[config.mk]
export PLATFORM = sky130hd
export DESIGN_NAME = lst_ctrl_flat
export DESIGN_NICKNAME = d
export VERILOG_FILES = /design/src/design/lst_pkg.sv /design/src/design/lst_channels.sv /design/src/design/lst_ctrl.sv /design/src/flat_wrapper.sv
export SDC_FILE = /design/constraint.sdc
export NUM_CORES = 2
export LEC_CHECK = 0
export BUFFER_PORTS_ARGS = -buffer_cell sky130_fd_sc_hd__buf_2
export CELL_PAD_IN_SITES_DETAIL_PLACEMENT = 1
export CELL_PAD_IN_SITES_GLOBAL_PLACEMENT = 1
export CORE_AREA = 8 8 376 378
export CTS_CLUSTER_SIZE = 25
export DETAILED_ROUTE_END_ITERATION = 6
export DIE_AREA = 0 0 384 386
export PLACE_DENSITY_LB_ADDON = 0.1
export SLEW_MARGIN = 10
export SYNTH_ARGS = -nofsm -noshare
export SYNTH_HDL_FRONTEND = slang
export SYNTH_SLANG_ARGS = --single-unit
export TNS_END_PERCENT = 5
[constraint.sdc]
create_clock -name clock -period 25.1 [get_ports clock]
set_input_delay 5.02 -clock clock [delete_from_list [all_inputs] [get_ports clock]]
set_output_delay 5.02 -clock clock [all_outputs]
set_load 0.02 [all_outputs]
[src/design/lst_pkg.sv]
// lst_pkg: shared types, constants and arithmetic helpers for the lazy segment tree
// no dependencies; compiled first
package lst_pkg;

   localparam int LST_LEAVES  = 1024;
   localparam int LST_COUNT_W = 11;
   localparam int LST_MODE_W  = 3;
   localparam int LST_VALUE_W = 64;

   localparam logic [LST_COUNT_W-1:0] LST_COUNT_RESET = 11'd1024;
   // identity of max, -8e18
   localparam logic signed [LST_VALUE_W-1:0] LST_IDENTITY = 64'sh90FA_4A62_C4E0_0000;

   typedef enum logic [LST_MODE_W-1:0] {
      OP_SET  = 3'd0,
      OP_GET  = 3'd1,
      OP_RMAX = 3'd2,
      OP_RADD = 3'd3,
      OP_WMAX = 3'd4
   } lst_op_type;

   typedef enum logic [3:0] {
      ST_CLEAR,
      ST_IDLE,
      ST_WALK,
      ST_PUSH_RD,
      ST_PUSH_LEFT,
      ST_PUSH_RIGHT,
      ST_PUSH_END,
      ST_LEAF,
      ST_LEAF_WAIT,
      ST_SCAN,
      ST_PULL_LEFT,
      ST_PULL_RIGHT,
      ST_PULL_WR,
      ST_DONE
   } lst_state_type;

   typedef struct packed {
      logic                          valid;
      logic signed [LST_VALUE_W-1:0] read_value;
      logic                          index_error;
   } lst_result_type;

   // saturating signed add
   function automatic logic signed [LST_VALUE_W-1:0] sat_add(
      input logic signed [LST_VALUE_W-1:0] x,
      input logic signed [LST_VALUE_W-1:0] y);
      logic signed [LST_VALUE_W:0] s;
      s = {x[LST_VALUE_W-1], x} + {y[LST_VALUE_W-1], y};
      if (s[LST_VALUE_W] != s[LST_VALUE_W-1]) begin
         return s[LST_VALUE_W] ? {1'b1, {(LST_VALUE_W-1){1'b0}}}
                               : {1'b0, {(LST_VALUE_W-1){1'b1}}};
      end
      return s[LST_VALUE_W-1:0];
   endfunction

   function automatic logic signed [LST_VALUE_W-1:0] max64(
      input logic signed [LST_VALUE_W-1:0] x,
      input logic signed [LST_VALUE_W-1:0] y);
      return (x > y) ? x : y;
   endfunction

endpackage

[src/design/lst_channels.sv]
// lst_channels: valid/ready interfaces for the request and response words
// depends on lst_pkg
interface lst_req_if;
   import lst_pkg::*;
   logic                          valid;
   logic                          ready;
   logic [LST_MODE_W-1:0]         mode;
   logic [LST_COUNT_W-1:0]        left_index;
   logic [LST_COUNT_W-1:0]        right_index;
   logic signed [LST_VALUE_W-1:0] operand_value;

   modport source (output valid, mode, left_index, right_index, operand_value, input ready);
   modport sink (input valid, mode, left_index, right_index, operand_value, output ready);
endinterface


[src/design/lst_ctrl.sv]
// lst_ctrl: sequencer walking the tree in node and pending memories
// depends on lst_pkg and lst_channels
module lst_ctrl #(
   parameter int LEAVES = lst_pkg::LST_LEAVES
) (
   input  logic                                   clock,
   input  logic                                   reset,
   lst_req_if.sink                                req_chan,
   input  logic [lst_pkg::LST_COUNT_W-1:0]        leaf_count,
   input  logic                                   res_ready,
   output lst_pkg::lst_result_type                res,
   output logic                                   max_we,
   output logic [$clog2(LEAVES):0]                max_waddr,
   output logic signed [lst_pkg::LST_VALUE_W-1:0] max_wdata,
   output logic [$clog2(LEAVES):0]                max_raddr,
   input  logic signed [lst_pkg::LST_VALUE_W-1:0] max_rdata,
   output logic                                   pend_we,
   output logic [$clog2(LEAVES)-1:0]              pend_waddr,
   output logic signed [lst_pkg::LST_VALUE_W-1:0] pend_wdata,
   output logic [$clog2(LEAVES)-1:0]              pend_raddr,
   input  logic signed [lst_pkg::LST_VALUE_W-1:0] pend_rdata
);
   import lst_pkg::*;

   localparam int TLOG = $clog2(LEAVES);
   localparam int TS   = 1 << TLOG;
   localparam int KW   = TLOG;
   localparam int NW   = TLOG + 1;
   localparam int AW   = NW + 1;
   localparam int LW   = $clog2(TLOG + 1);
   localparam logic [LST_COUNT_W-1:0] LIM =
      (LEAVES > 2047) ? {LST_COUNT_W{1'b1}} : LST_COUNT_W'(LEAVES);
   localparam logic [AW-1:0] TS_A = AW'(TS);

   lst_state_type state_ff, state_in;
   lst_op_type    op_ff, op_in, req_op;
   logic          force_ff, force_in;
   logic          pull_ff, pull_in;
   logic          sel_ff, sel_in;
   logic [LW-1:0] lvl_ff, lvl_in;
   logic [AW-1:0] orig_a_ff, orig_a_in, orig_b_ff, orig_b_in;
   logic [KW-1:0] node_ff, node_in;
   logic [AW-1:0] ca_ff, ca_in, cb_ff, cb_in;
   logic          inflight_ff, inflight_in;
   logic [NW-1:0] scan_addr_ff, scan_addr_in;
   logic [NW-1:0] clr_cnt_ff, clr_cnt_in;
   logic signed [LST_VALUE_W-1:0] f_ff, f_in, tmp_ff, tmp_in, acc_ff, acc_in;
   logic signed [LST_VALUE_W-1:0] operand_ff, operand_in, result_ff, result_in;
   logic          error_ff, error_in;

   logic [LST_COUNT_W-1:0] used_n;
   logic          leaf_err, range_err, range_empty;
   logic [AW-1:0] walk_base, walk_shift, walk_mask;
   logic [KW-1:0] walk_node;
   logic          walk_cond, walk_last, walk_done;
   logic [NW-1:0] child_l, child_r;
   logic          scan_more, scan_issue, scan_end;
   logic [AW-1:0] scan_pick;
   logic [NW-1:0] scan_node;

   // request decode
   always_comb begin
      req_op      = lst_op_type'(req_chan.mode);
      used_n      = (leaf_count > LIM) ? LIM : leaf_count;
      leaf_err    = req_chan.left_index >= used_n;
      range_err   = (req_chan.left_index > req_chan.right_index)
                    || (req_chan.right_index > used_n);
      range_empty = req_chan.left_index == req_chan.right_index;
   end

   // ancestor walk: candidate node at the current level and side
   always_comb begin
      walk_base  = sel_ff ? (orig_b_ff - AW'(1)) : orig_a_ff;
      walk_shift = walk_base >> lvl_ff;
      walk_node  = walk_shift[KW-1:0];
      walk_mask  = ~({AW{1'b1}} << lvl_ff);
      walk_cond  = force_ff || (((sel_ff ? orig_b_ff : orig_a_ff) & walk_mask) != '0);
      walk_last  = force_ff || sel_ff;
      walk_done  = walk_last && (pull_ff ? (lvl_ff == LW'(TLOG)) : (lvl_ff == LW'(1)));
      child_l    = {node_ff, 1'b0};
      child_r    = {node_ff, 1'b1};
   end

   // range decomposition cursor
   always_comb begin
      scan_more  = ca_ff < cb_ff;
      scan_issue = scan_more && (ca_ff[0] || cb_ff[0]);
      scan_end   = !scan_more && !inflight_ff;
      scan_pick  = ca_ff[0] ? ca_ff : (cb_ff - AW'(1));
      scan_node  = scan_pick[NW-1:0];
   end

   // next state
   always_comb begin
      state_in = state_ff;
      case (state_ff)
         ST_CLEAR: begin
            if (clr_cnt_ff == '1) state_in = ST_IDLE;
         end
         ST_IDLE: begin
            if (req_chan.valid) begin
               case (req_op)
                  OP_SET, OP_GET: state_in = leaf_err ? ST_DONE : ST_WALK;
                  OP_RMAX, OP_RADD:
                     state_in = (range_err || range_empty) ? ST_DONE : ST_WALK;
                  OP_WMAX: state_in = ST_LEAF;
                  default: state_in = ST_DONE;
               endcase
            end
         end
         ST_WALK: begin
            if (walk_cond) begin
               state_in = pull_ff ? ST_PULL_LEFT : ST_PUSH_RD;
            end else if (walk_done) begin
               if (pull_ff) state_in = ST_DONE;
               else if (op_ff == OP_SET || op_ff == OP_GET) state_in = ST_LEAF;
               else state_in = ST_SCAN;
            end
         end
         ST_PUSH_RD:    state_in = ST_PUSH_LEFT;
         ST_PUSH_LEFT:  state_in = ST_PUSH_RIGHT;
         ST_PUSH_RIGHT: state_in = ST_PUSH_END;
         ST_PUSH_END: begin
            if (!walk_done) state_in = ST_WALK;
            else if (op_ff == OP_SET || op_ff == OP_GET) state_in = ST_LEAF;
            else state_in = ST_SCAN;
         end
         ST_LEAF:      state_in = (op_ff == OP_SET) ? ST_WALK : ST_LEAF_WAIT;
         ST_LEAF_WAIT: state_in = ST_DONE;
         ST_SCAN: begin
            if (scan_end) state_in = (op_ff == OP_RMAX) ? ST_DONE : ST_WALK;
         end
         ST_PULL_LEFT:  state_in = ST_PULL_RIGHT;
         ST_PULL_RIGHT: state_in = ST_PULL_WR;
         ST_PULL_WR:    state_in = walk_done ? ST_DONE : ST_WALK;
         ST_DONE: begin
            if (res_ready) state_in = ST_IDLE;
         end
         default: state_in = ST_CLEAR;
      endcase
   end

   // handshake and result outputs
   always_comb begin
      req_chan.ready  = state_ff == ST_IDLE;
      res.valid       = (state_ff == ST_DONE) && res_ready;
      res.read_value  = result_ff;
      res.index_error = error_ff;
   end

   // memory ports
   always_comb begin
      max_we     = 1'b0;
      max_waddr  = '0;
      max_wdata  = '0;
      max_raddr  = '0;
      pend_we    = 1'b0;
      pend_waddr = '0;
      pend_wdata = '0;
      pend_raddr = '0;
      case (state_ff)
         ST_CLEAR: begin
            max_we     = 1'b1;
            max_waddr  = clr_cnt_ff;
            max_wdata  = LST_IDENTITY;
            pend_we    = !clr_cnt_ff[NW-1];
            pend_waddr = clr_cnt_ff[KW-1:0];
         end
         ST_PUSH_RD: pend_raddr = node_ff;
         ST_PUSH_LEFT: begin
            pend_we    = 1'b1;
            pend_waddr = node_ff;
            max_raddr  = child_l;
            pend_raddr = child_l[KW-1:0];
         end
         ST_PUSH_RIGHT: begin
            max_we     = 1'b1;
            max_waddr  = child_l;
            max_wdata  = sat_add(max_rdata, f_ff);
            pend_we    = !child_l[NW-1];
            pend_waddr = child_l[KW-1:0];
            pend_wdata = sat_add(pend_rdata, f_ff);
            max_raddr  = child_r;
            pend_raddr = child_r[KW-1:0];
         end
         ST_PUSH_END: begin
            max_we     = 1'b1;
            max_waddr  = child_r;
            max_wdata  = sat_add(max_rdata, f_ff);
            pend_we    = !child_r[NW-1];
            pend_waddr = child_r[KW-1:0];
            pend_wdata = sat_add(pend_rdata, f_ff);
         end
         ST_LEAF: begin
            max_raddr = orig_a_ff[NW-1:0];
            if (op_ff == OP_SET) begin
               max_we    = 1'b1;
               max_waddr = orig_a_ff[NW-1:0];
               max_wdata = operand_ff;
            end
         end
         ST_SCAN: begin
            max_raddr  = scan_node;
            pend_raddr = scan_node[KW-1:0];
            // add into the node read in the previous cycle
            if (inflight_ff && op_ff == OP_RADD) begin
               max_we     = 1'b1;
               max_waddr  = scan_addr_ff;
               max_wdata  = sat_add(max_rdata, operand_ff);
               pend_we    = !scan_addr_ff[NW-1];
               pend_waddr = scan_addr_ff[KW-1:0];
               pend_wdata = sat_add(pend_rdata, operand_ff);
            end
         end
         ST_PULL_LEFT:  max_raddr = child_l;
         ST_PULL_RIGHT: max_raddr = child_r;
         ST_PULL_WR: begin
            max_we    = 1'b1;
            max_waddr = NW'(node_ff);
            max_wdata = max64(tmp_ff, max_rdata);
         end
         default: ;
      endcase
   end

   // datapath register updates
   always_comb begin
      op_in        = op_ff;
      force_in     = force_ff;
      pull_in      = pull_ff;
      sel_in       = sel_ff;
      lvl_in       = lvl_ff;
      orig_a_in    = orig_a_ff;
      orig_b_in    = orig_b_ff;
      node_in      = node_ff;
      ca_in        = ca_ff;
      cb_in        = cb_ff;
      inflight_in  = 1'b0;
      scan_addr_in = scan_addr_ff;
      clr_cnt_in   = clr_cnt_ff;
      f_in         = f_ff;
      tmp_in       = tmp_ff;
      acc_in       = acc_ff;
      operand_in   = operand_ff;
      result_in    = result_ff;
      error_in     = error_ff;
      case (state_ff)
         ST_CLEAR: clr_cnt_in = clr_cnt_ff + NW'(1);
         ST_IDLE: begin
            if (req_chan.valid) begin
               op_in      = req_op;
               operand_in = req_chan.operand_value;
               result_in  = '0;
               error_in   = 1'b0;
               pull_in    = 1'b0;
               sel_in     = 1'b0;
               lvl_in     = LW'(TLOG);
               orig_a_in  = AW'(req_chan.left_index) + TS_A;
               orig_b_in  = AW'(req_chan.right_index) + TS_A;
               force_in   = (req_op == OP_SET) || (req_op == OP_GET);
               case (req_op)
                  OP_SET, OP_GET: error_in = leaf_err;
                  OP_RMAX, OP_RADD: begin
                     error_in = range_err;
                     if (!range_err && range_empty && req_op == OP_RMAX) begin
                        result_in = LST_IDENTITY;
                     end
                  end
                  OP_WMAX: orig_a_in = AW'(1);
                  default: ;
               endcase
            end
         end
         ST_WALK: begin
            if (walk_cond) begin
               node_in = walk_node;
            end else if (walk_done) begin
               ca_in  = orig_a_ff;
               cb_in  = orig_b_ff;
               acc_in = LST_IDENTITY;
            end else begin
               sel_in = !walk_last;
               if (walk_last) lvl_in = pull_ff ? (lvl_ff + LW'(1)) : (lvl_ff - LW'(1));
            end
         end
         ST_PUSH_LEFT: f_in = pend_rdata;
         ST_PUSH_END: begin
            if (walk_done) begin
               ca_in  = orig_a_ff;
               cb_in  = orig_b_ff;
               acc_in = LST_IDENTITY;
            end else begin
               sel_in = !walk_last;
               if (walk_last) lvl_in = lvl_ff - LW'(1);
            end
         end
         ST_LEAF: begin
            if (op_ff == OP_SET) begin
               pull_in = 1'b1;
               sel_in  = 1'b0;
               lvl_in  = LW'(1);
            end
         end
         ST_LEAF_WAIT: result_in = max_rdata;
         ST_SCAN: begin
            inflight_in  = scan_issue;
            scan_addr_in = scan_node;
            if (scan_more) begin
               if (ca_ff[0]) begin
                  ca_in = ca_ff + AW'(1);
               end else if (cb_ff[0]) begin
                  cb_in = cb_ff - AW'(1);
               end else begin
                  ca_in = ca_ff >> 1;
                  cb_in = cb_ff >> 1;
               end
            end
            if (inflight_ff && op_ff == OP_RMAX) acc_in = max64(acc_ff, max_rdata);
            if (scan_end) begin
               if (op_ff == OP_RMAX) begin
                  result_in = acc_ff;
               end else begin
                  pull_in = 1'b1;
                  sel_in  = 1'b0;
                  lvl_in  = LW'(1);
               end
            end
         end
         ST_PULL_RIGHT: tmp_in = max_rdata;
         ST_PULL_WR: begin
            if (!walk_done) begin
               sel_in = !walk_last;
               if (walk_last) lvl_in = lvl_ff + LW'(1);
            end
         end
         default: ;
      endcase
   end

   // control registers
   always_ff @(posedge clock) begin
      if (reset) begin
         state_ff    <= ST_CLEAR;
         clr_cnt_ff  <= '0;
         inflight_ff <= 1'b0;
      end else begin
         state_ff    <= state_in;
         clr_cnt_ff  <= clr_cnt_in;
         inflight_ff <= inflight_in;
      end
   end

   // payload registers
   always_ff @(posedge clock) begin
      op_ff        <= op_in;
      force_ff     <= force_in;
      pull_ff      <= pull_in;
      sel_ff       <= sel_in;
      lvl_ff       <= lvl_in;
      orig_a_ff    <= orig_a_in;
      orig_b_ff    <= orig_b_in;
      node_ff      <= node_in;
      ca_ff        <= ca_in;
      cb_ff        <= cb_in;
      scan_addr_ff <= scan_addr_in;
      f_ff         <= f_in;
      tmp_ff       <= tmp_in;
      acc_ff       <= acc_in;
      operand_ff   <= operand_in;
      result_ff    <= result_in;
      error_ff     <= error_in;
   end

`ifndef SYNTHESIS
   // clearing pass covers every node before the first word is taken
   a_clear_full: assert property (@(posedge clock) disable iff (reset)
      (state_ff == ST_CLEAR && state_in != ST_CLEAR) |-> clr_cnt_ff == '1)
      else $error("clearing pass ended early");

   // walk level stays inside the tree depth
   a_walk_level: assert property (@(posedge clock) disable iff (reset)
      state_ff == ST_WALK |-> (lvl_ff >= LW'(1) && lvl_ff <= LW'(TLOG)))
      else $error("walk level out of range");

   // range cursor never runs past the leaf row end
   a_scan_bound: assert property (@(posedge clock) disable iff (reset)
      state_ff == ST_SCAN |-> cb_ff <= AW'(2 * TS))
      else $error("range cursor out of bounds");

   // a delivered result returns the sequencer to idle
   a_done_idle: assert property (@(posedge clock) disable iff (reset)
      res.valid |=> state_ff == ST_IDLE)
      else $error("result without return to idle");
`endif
endmodule

[src/flat_wrapper.sv]
// flat-port wrapper written by rule: the top's interface ports become plain ports
module lst_ctrl_flat import lst_pkg::*;
#(
   parameter int LEAVES = lst_pkg::LST_LEAVES
)
  (clock, reset, leaf_count, res_ready, res, max_we, max_waddr, max_wdata, max_raddr, max_rdata, pend_we, pend_waddr, pend_wdata, pend_raddr, pend_rdata, req_chan_valid, req_chan_mode, req_chan_left_index, req_chan_right_index, req_chan_operand_value, req_chan_ready);
  lst_req_if req_chan_i ();
  input  logic clock;
  input  logic reset;
  input  logic [lst_pkg::LST_COUNT_W-1:0] leaf_count;
  input  logic res_ready;
  output lst_pkg::lst_result_type res;
  output logic max_we;
  output logic [$clog2(LEAVES):0] max_waddr;
  output logic signed [lst_pkg::LST_VALUE_W-1:0] max_wdata;
  output logic [$clog2(LEAVES):0] max_raddr;
  input  logic signed [lst_pkg::LST_VALUE_W-1:0] max_rdata;
  output logic pend_we;
  output logic [$clog2(LEAVES)-1:0] pend_waddr;
  output logic signed [lst_pkg::LST_VALUE_W-1:0] pend_wdata;
  output logic [$clog2(LEAVES)-1:0] pend_raddr;
  input  logic signed [lst_pkg::LST_VALUE_W-1:0] pend_rdata;
  input wire logic [$bits(req_chan_i.valid)-1:0] req_chan_valid;
  input wire logic [$bits(req_chan_i.mode)-1:0] req_chan_mode;
  input wire logic [$bits(req_chan_i.left_index)-1:0] req_chan_left_index;
  input wire logic [$bits(req_chan_i.right_index)-1:0] req_chan_right_index;
  input wire logic [$bits(req_chan_i.operand_value)-1:0] req_chan_operand_value;
  output wire logic [$bits(req_chan_i.ready)-1:0] req_chan_ready;
  assign req_chan_i.valid = req_chan_valid;
  assign req_chan_i.mode = req_chan_mode;
  assign req_chan_i.left_index = req_chan_left_index;
  assign req_chan_i.right_index = req_chan_right_index;
  assign req_chan_i.operand_value = req_chan_operand_value;
  assign req_chan_ready = req_chan_i.ready;
  lst_ctrl #(.LEAVES(LEAVES)) u_core (.clock(clock), .reset(reset), .req_chan(req_chan_i), .leaf_count(leaf_count), .res_ready(res_ready), .res(res), .max_we(max_we), .max_waddr(max_waddr), .max_wdata(max_wdata), .max_raddr(max_raddr), .max_rdata(max_rdata), .pend_we(pend_we), .pend_waddr(pend_waddr), .pend_wdata(pend_wdata), .pend_raddr(pend_raddr), .pend_rdata(pend_rdata));
endmodule
; ---- Word level (Yosys, flattened, before mapping)
; Cells that the tools add are included.
[totals]
ff_bits = 416
latch_bits = 0
ram_bits = 0
rom_bits = 0
in_bits = 232
output_inout_bits = 239
word_cells = 257
mem_count = 0
[classes]
n_addsub = 12
mul = 0
div = 0
order_cmp = 7
n_eq_ne = 48
shifts = 2
muxes = 114
n_bitwise = 3
reduce_logical = 50
[op_table]
columns = operator, n
row1 = 2-to-1 mux 64 bit, 27
row2 = case mux 64 bit (3 select lines), 3
row3 = case mux 64 bit (6 select lines), 1
row4 = adder 64 x 64 -> 65 bit, 4
row5 = 2-to-1 mux 12 bit, 12
row6 = greater-than comparator 64 bit, 2
row7 = 2-to-1 mux 4 bit, 27
row8 = case mux 12 bit (3 select lines), 2
row9 = case mux 11 bit (6 select lines), 1
row10 = case mux 4 bit (14 select lines), 1
row11 = case mux 10 bit (5 select lines), 1
row12 = 2-to-1 mux 11 bit, 4
row13 = case mux 11 bit (4 select lines), 1
row14 = case mux 10 bit (4 select lines), 1
row15 = equality test 4 bit (second input constant), 7
row16 = 2-to-1 mux 1 bit, 25
row17 = adder 11 x 11 -> 12 bit (second input constant), 2
row18 = case mux 4 bit (6 select lines), 1
row19 = subtractor 12 x 1 -> 12 bit (second input constant), 2
row20 = greater-than comparator 11 bit, 2
row21 = != test 2 x 1 -> 1 bit (second input constant), 9
row22 = != test 2 bit (second input constant), 9
row23 = equality test 4 x 3 -> 1 bit (second input constant), 4
row24 = AND reduction 4 bit, 4
row25 = other kinds (44), 84

; ---- Logic depth before layout (Yosys ltp)
[depth]
ltp_word = 11
mapped_depth = 15
mapped_depth_nobuf = 14

; ---- Least setup slack after synthesis
; No wires, ideal clock.
[synth_timing]
path_type = in2out
startpoint = input port pend_rdata[0] (netlist name)
endpoint = output port pend_wdata[56] (netlist name)
arrival_ns = 8.307
required_time_ns = 20.080
path_slack_ns = 11.773
stages = 13
path_buffers = 0
path_cell_list = ha_1 > fa_1 > a211oi_1 > o21ai_0 > o2111ai_1 > nand2_1 > a211oi_1 > o21ai_0 > a21boi_0 > o311a_1 > o21bai_1 > nor3b_1 > o31ai_1
[synth_via]
elab_chain_len = 8
elab_cells_between_ends = 19
cone_classes = add/sub: 2 / eq/ne: 2 / mux: 15
[synth_rtl]
columns = item, line_no
row1 = "start, declared", flat_wrapper.sv:22  ; input logic signed [lst_pkg::LST_VALUE_W-1:0] pend_rdata;
row2 = adder 64 x 64 -> 65 bit, lst_pkg.sv:50  ; s = {x[LST_VALUE_W-1], x} + {y[LST_VALUE_W-1], y};
row3 = != test 1 bit, lst_pkg.sv:51  ; if (s[LST_VALUE_W] != s[LST_VALUE_W-1]) begin
row4 = 2-to-1 mux 1 bit, lst_pkg.sv:51
row5 = 2-to-1 mux 1 bit, lst_ctrl.sv:206  ; if (inflight_ff && op_ff == OP_RADD) begin
row6 = 2-to-1 mux 1 bit, lst_ctrl.sv:161  ; case (state_ff)
row7 = 2-to-1 mux 64 bit, lst_pkg.sv:55  ; return s[LST_VALUE_W-1:0];
row8 = 2-to-1 mux 64 bit, lst_ctrl.sv:206
row9 = case mux 64 bit (3 select lines) (*), lst_ctrl.sv:161
row10 = "end, declared", flat_wrapper.sv:20  ; output logic signed [lst_pkg::LST_VALUE_W-1:0] pend_wdata;
; Mark *: on every way between the ends. The rest lies on a longest branch, timed or not. The select of a mux whose other input is x is not followed.

; ---- Worst setup path after layout
[layout_timing]
startpoint = input port max_rdata[0] (netlist name)
endpoint = output port max_wdata[48] (netlist name)
[layout_via]
elab_chain_len = 8
elab_cells_between_ends = 21
cone_classes = add/sub: 2 / order compare: 1 / eq/ne: 2 / mux: 16
[layout_rtl]
columns = item, line_no
row1 = "start, declared", flat_wrapper.sv:17  ; input logic signed [lst_pkg::LST_VALUE_W-1:0] max_rdata;
row2 = adder 64 x 64 -> 65 bit, lst_pkg.sv:50
row3 = != test 1 bit, lst_pkg.sv:51
row4 = 2-to-1 mux 1 bit, lst_pkg.sv:51
row5 = 2-to-1 mux 1 bit, lst_ctrl.sv:206
row6 = 2-to-1 mux 1 bit, lst_ctrl.sv:161
row7 = 2-to-1 mux 64 bit, lst_pkg.sv:55
row8 = 2-to-1 mux 64 bit, lst_ctrl.sv:206
row9 = case mux 64 bit (6 select lines) (*), lst_ctrl.sv:161
row10 = "end, declared", flat_wrapper.sv:15  ; output logic signed [lst_pkg::LST_VALUE_W-1:0] max_wdata;
; Marks and branches as above.

==> reports/summary.txt <==
status -> complete, no violations
post-route setup TNS -> 0 ns
later-pin clock latency in the skew report -> 0.69 ns
part of the cycle the worst path needs -> 61.4%
Iter 0 DRT Violations -> 2821
HPWL Detailed -> 157000 um
# clock sinks -> 416
Yosys warning total -> 0
initial antenna violation count -> 10
postcts setup bufs -> 0
Worst Skew -> 0.0164 ns
Power Density -> 76.0 mW/mm^2
routed length per placed instance -> 28.3 um
most frequent cells in the layout -> buf_2 (470), ha_1 (440), o21ai_0 (429), edfxtp_1 (400), nor2_1 (375)
Area contributors post-synth -> edfxtp_1 (30%), ha_1 (14%), o21ai_0 (5.3%)
Post-Syn Area -> 0.0402 sq mm
footprint of the multi-input gates -> 0.0263 sq mm
vias in the first global route -> 39625
WP data required -> 20.08 ns
register area -> 0.0123 sq mm
final-layout fill cell count -> 15870
Residual DRC -> 0
Post-synth EDFFs -> 400
crit path DAT -> 10.38 ns
max-cap check violation count -> 0
sequential share of the synthesized area -> 30.7%
slew of the pin with the lowest slew margin -> 1.33 ns
antenna-violating nets left -> 0
core region area -> 0.135 sq mm
overall routed net length -> 192000 um
die area -> 0.148 sq mm
first-pass GRT wire length -> 276000 um
count of final max-slew check failures -> 0
Fmax achieved -> 64.9 MHz
GRT overflow -> 0
fin nets -> 5649
Power Total -> 3.52 mW
Crit. End Element -> output port
Final setup viols -> 0
Yosys top cell area share -> 29.9%
static leakage -> 19.9 nW
commonest non-fill, non-tap cell in the layout -> buf_2
Via Count -> 38696
register bit total from synthesis -> 416
share of flip-flops with an asynchronous set or reset -> 0%
total track usage -> 24.7%
clock-pin transition on the worst setup and hold timing paths -> 0.06 ns
Initial DRT Pass Iterations -> 5
CTS tree -> done
Slew HR -> 10.5%
CTS Buf Count -> 59
# H-tree levels -> 2
Startpoint Class -> input pin
Mapped Avg Cell Area -> 8.69 sq um
WS Path Type -> in -> out
Hold Violations, Final -> 0
RSZ-0062 raised after global routing -> no
starting density of the core -> 29.8%
top_reg_cell synth -> edfxtp_1
share of cells above drive strength 1 -> 15.5%
Final Wtd Congestion -> 0.910
# IOs -> 471
cts-stage hold buffer count -> 0
Row Count -> 135
Syn Nets -> 5303
area delta synth->final -> 15.3%
CTS Buffer Depth -> 3
# port buffers -> 470
die height -> 386 um
Peak VDD IR -> 0.0569 mV
Worst Hold Class -> reg -> reg
Synth area leader -> edfxtp_1
Crit Path Max Fanout -> 63
Netlist cell types -> 100
clock root cell -> clkbuf_16
die width -> 384 um
Mapped Cells -> 4627
pin count of the biggest net entering global routing -> 68
CTS resizes -> 0
vias per cell -> 5.68
fin crit period -> 15.40 ns
## stage by stage
step | hold slack [ns] | instances | utilization (%) | setup slack [ns] | cell area (sq um)
6_report | 0.517 | 6807 | 34.3 | 9.70 | 46300
4_1_cts | 0.520 | 6804 | 34.3 | 9.77 | 46300
3_3_place_gp | 0.487 | 6693 | 32.8 | 9.76 | 44300
2_1_floorplan | 0.466 | 4627 | - | 11.77 | 40200
5_1_grt | 0.562 | 6804 | 34.3 | 9.44 | 46300
3_5_place_dp | 0.512 | 6693 | 32.8 | 9.79 | 44300
## worst max-delay path, stage by stage
cell	delay, ns
buf_2	0.21
ha_1	0.23
inv_1	0.07
fa_1	0.41
nand2b_1	0.24
a2111oi_4	0.39
o211ai_1	0.32
a32oi_2	0.46
o2111ai_1	0.40
a21oi_2	0.51
nand4_1	0.18
a31oi_2	0.41
o21a_4	0.75
o21ai_0	0.21
nand4_1	0.30
buf_2	0.23
## cell usage after synthesis, types with 47 or more instances
| cell type | instances |
|---|---|
| nor2b_1 | 57 |
| a22oi_1 | 72 |
| a22o_1 | 48 |
| a211oi_1 | 51 |
| a221oi_1 | 47 |
| edfxtp_1 | 400 |
| nor2_1 | 379 |
| xnor2_1 | 178 |
| o21bai_1 | 47 |
| o21ai_0 | 429 |
| ha_1 | 440 |
| clkbuf_1 | 194 |
| inv_1 | 195 |
| a21o_1 | 258 |
| mux2_2 | 72 |
| nor3_1 | 69 |
| nand3_1 | 120 |
| nand4_1 | 105 |
| xor2_1 | 86 |
| nand2_1 | 354 |
| a21oi_1 | 370 |
## cell type report
cell class | instances | share of cell area, %
antenna | 3 | 0.0162
clock inverter | 46 | 1.14
multi-input combinational | 3777 | 56.7
timing repair buffer | 519 | 5.87
inverter | 200 | 1.63
tap | 1781 | 4.81
clock buffer | 65 | 3.28
sequential | 416 | 26.6
## state kept, by name (all words and copies together), names as in the netlist, 11 cells and up, named ones only
| signal | cells |
|---|---|
| u_core.orig_b_ff | 12 |
| u_core.orig_a_ff | 12 |
| u_core.operand_ff | 64 |
| u_core.tmp_ff | 64 |
| u_core.clr_cnt_ff | 11 |
| u_core.f_ff | 64 |
| u_core.result_ff | 64 |
| u_core.cb_ff | 11 |
| u_core.ca_ff | 12 |
| u_core.acc_ff | 64 |
| u_core.scan_addr_ff | 11 |
## report_power, final
group          switching, mW  internal [mW]
clock                  0.387          0.524
combinational           1.10          0.517
sequential             0.106          0.885
## final timing paths
path,start,end,slack (ns),cells after the start
min reg2reg,u_core.clr_cnt_ff[5]$_SDFFE_PP0P_,u_core.clr_cnt_ff[5]$_SDFFE_PP0P_,0.52,2
max reg2reg,u_core.state_ff[0]$_SDFFE_PP0P_,u_core.acc_ff[58]$_SDFFCE_PN0P_,19.98,10
min,u_core.clr_cnt_ff[5]$_SDFFE_PP0P_,u_core.clr_cnt_ff[5]$_SDFFE_PP0P_,0.52,2
max,max_rdata[0],max_wdata[48],9.70,16
## routing by layer
metal	vias up	share of wire, %	GRT usage [%]
met2	999	46	40.4
met5	-	0.0068	0
met1	19271	46	34.1
met4	2	3.5	7.84
met3	238	4.6	2.81
li1	18186	-	-
## cells by family after synthesis
kind of cell / after synthesis / synth area share [%]
flops: 416 / 30.7
mux: 106 / 2.93
fa+ha+maj: 445 / 13.9
buf+inv: 434 / 4.33
xor+xnor: 266 / 5.86
compound gates: 1675 / 27.2
simple gates: 1285 / 15.1
(Power assumes the default switching activity.)
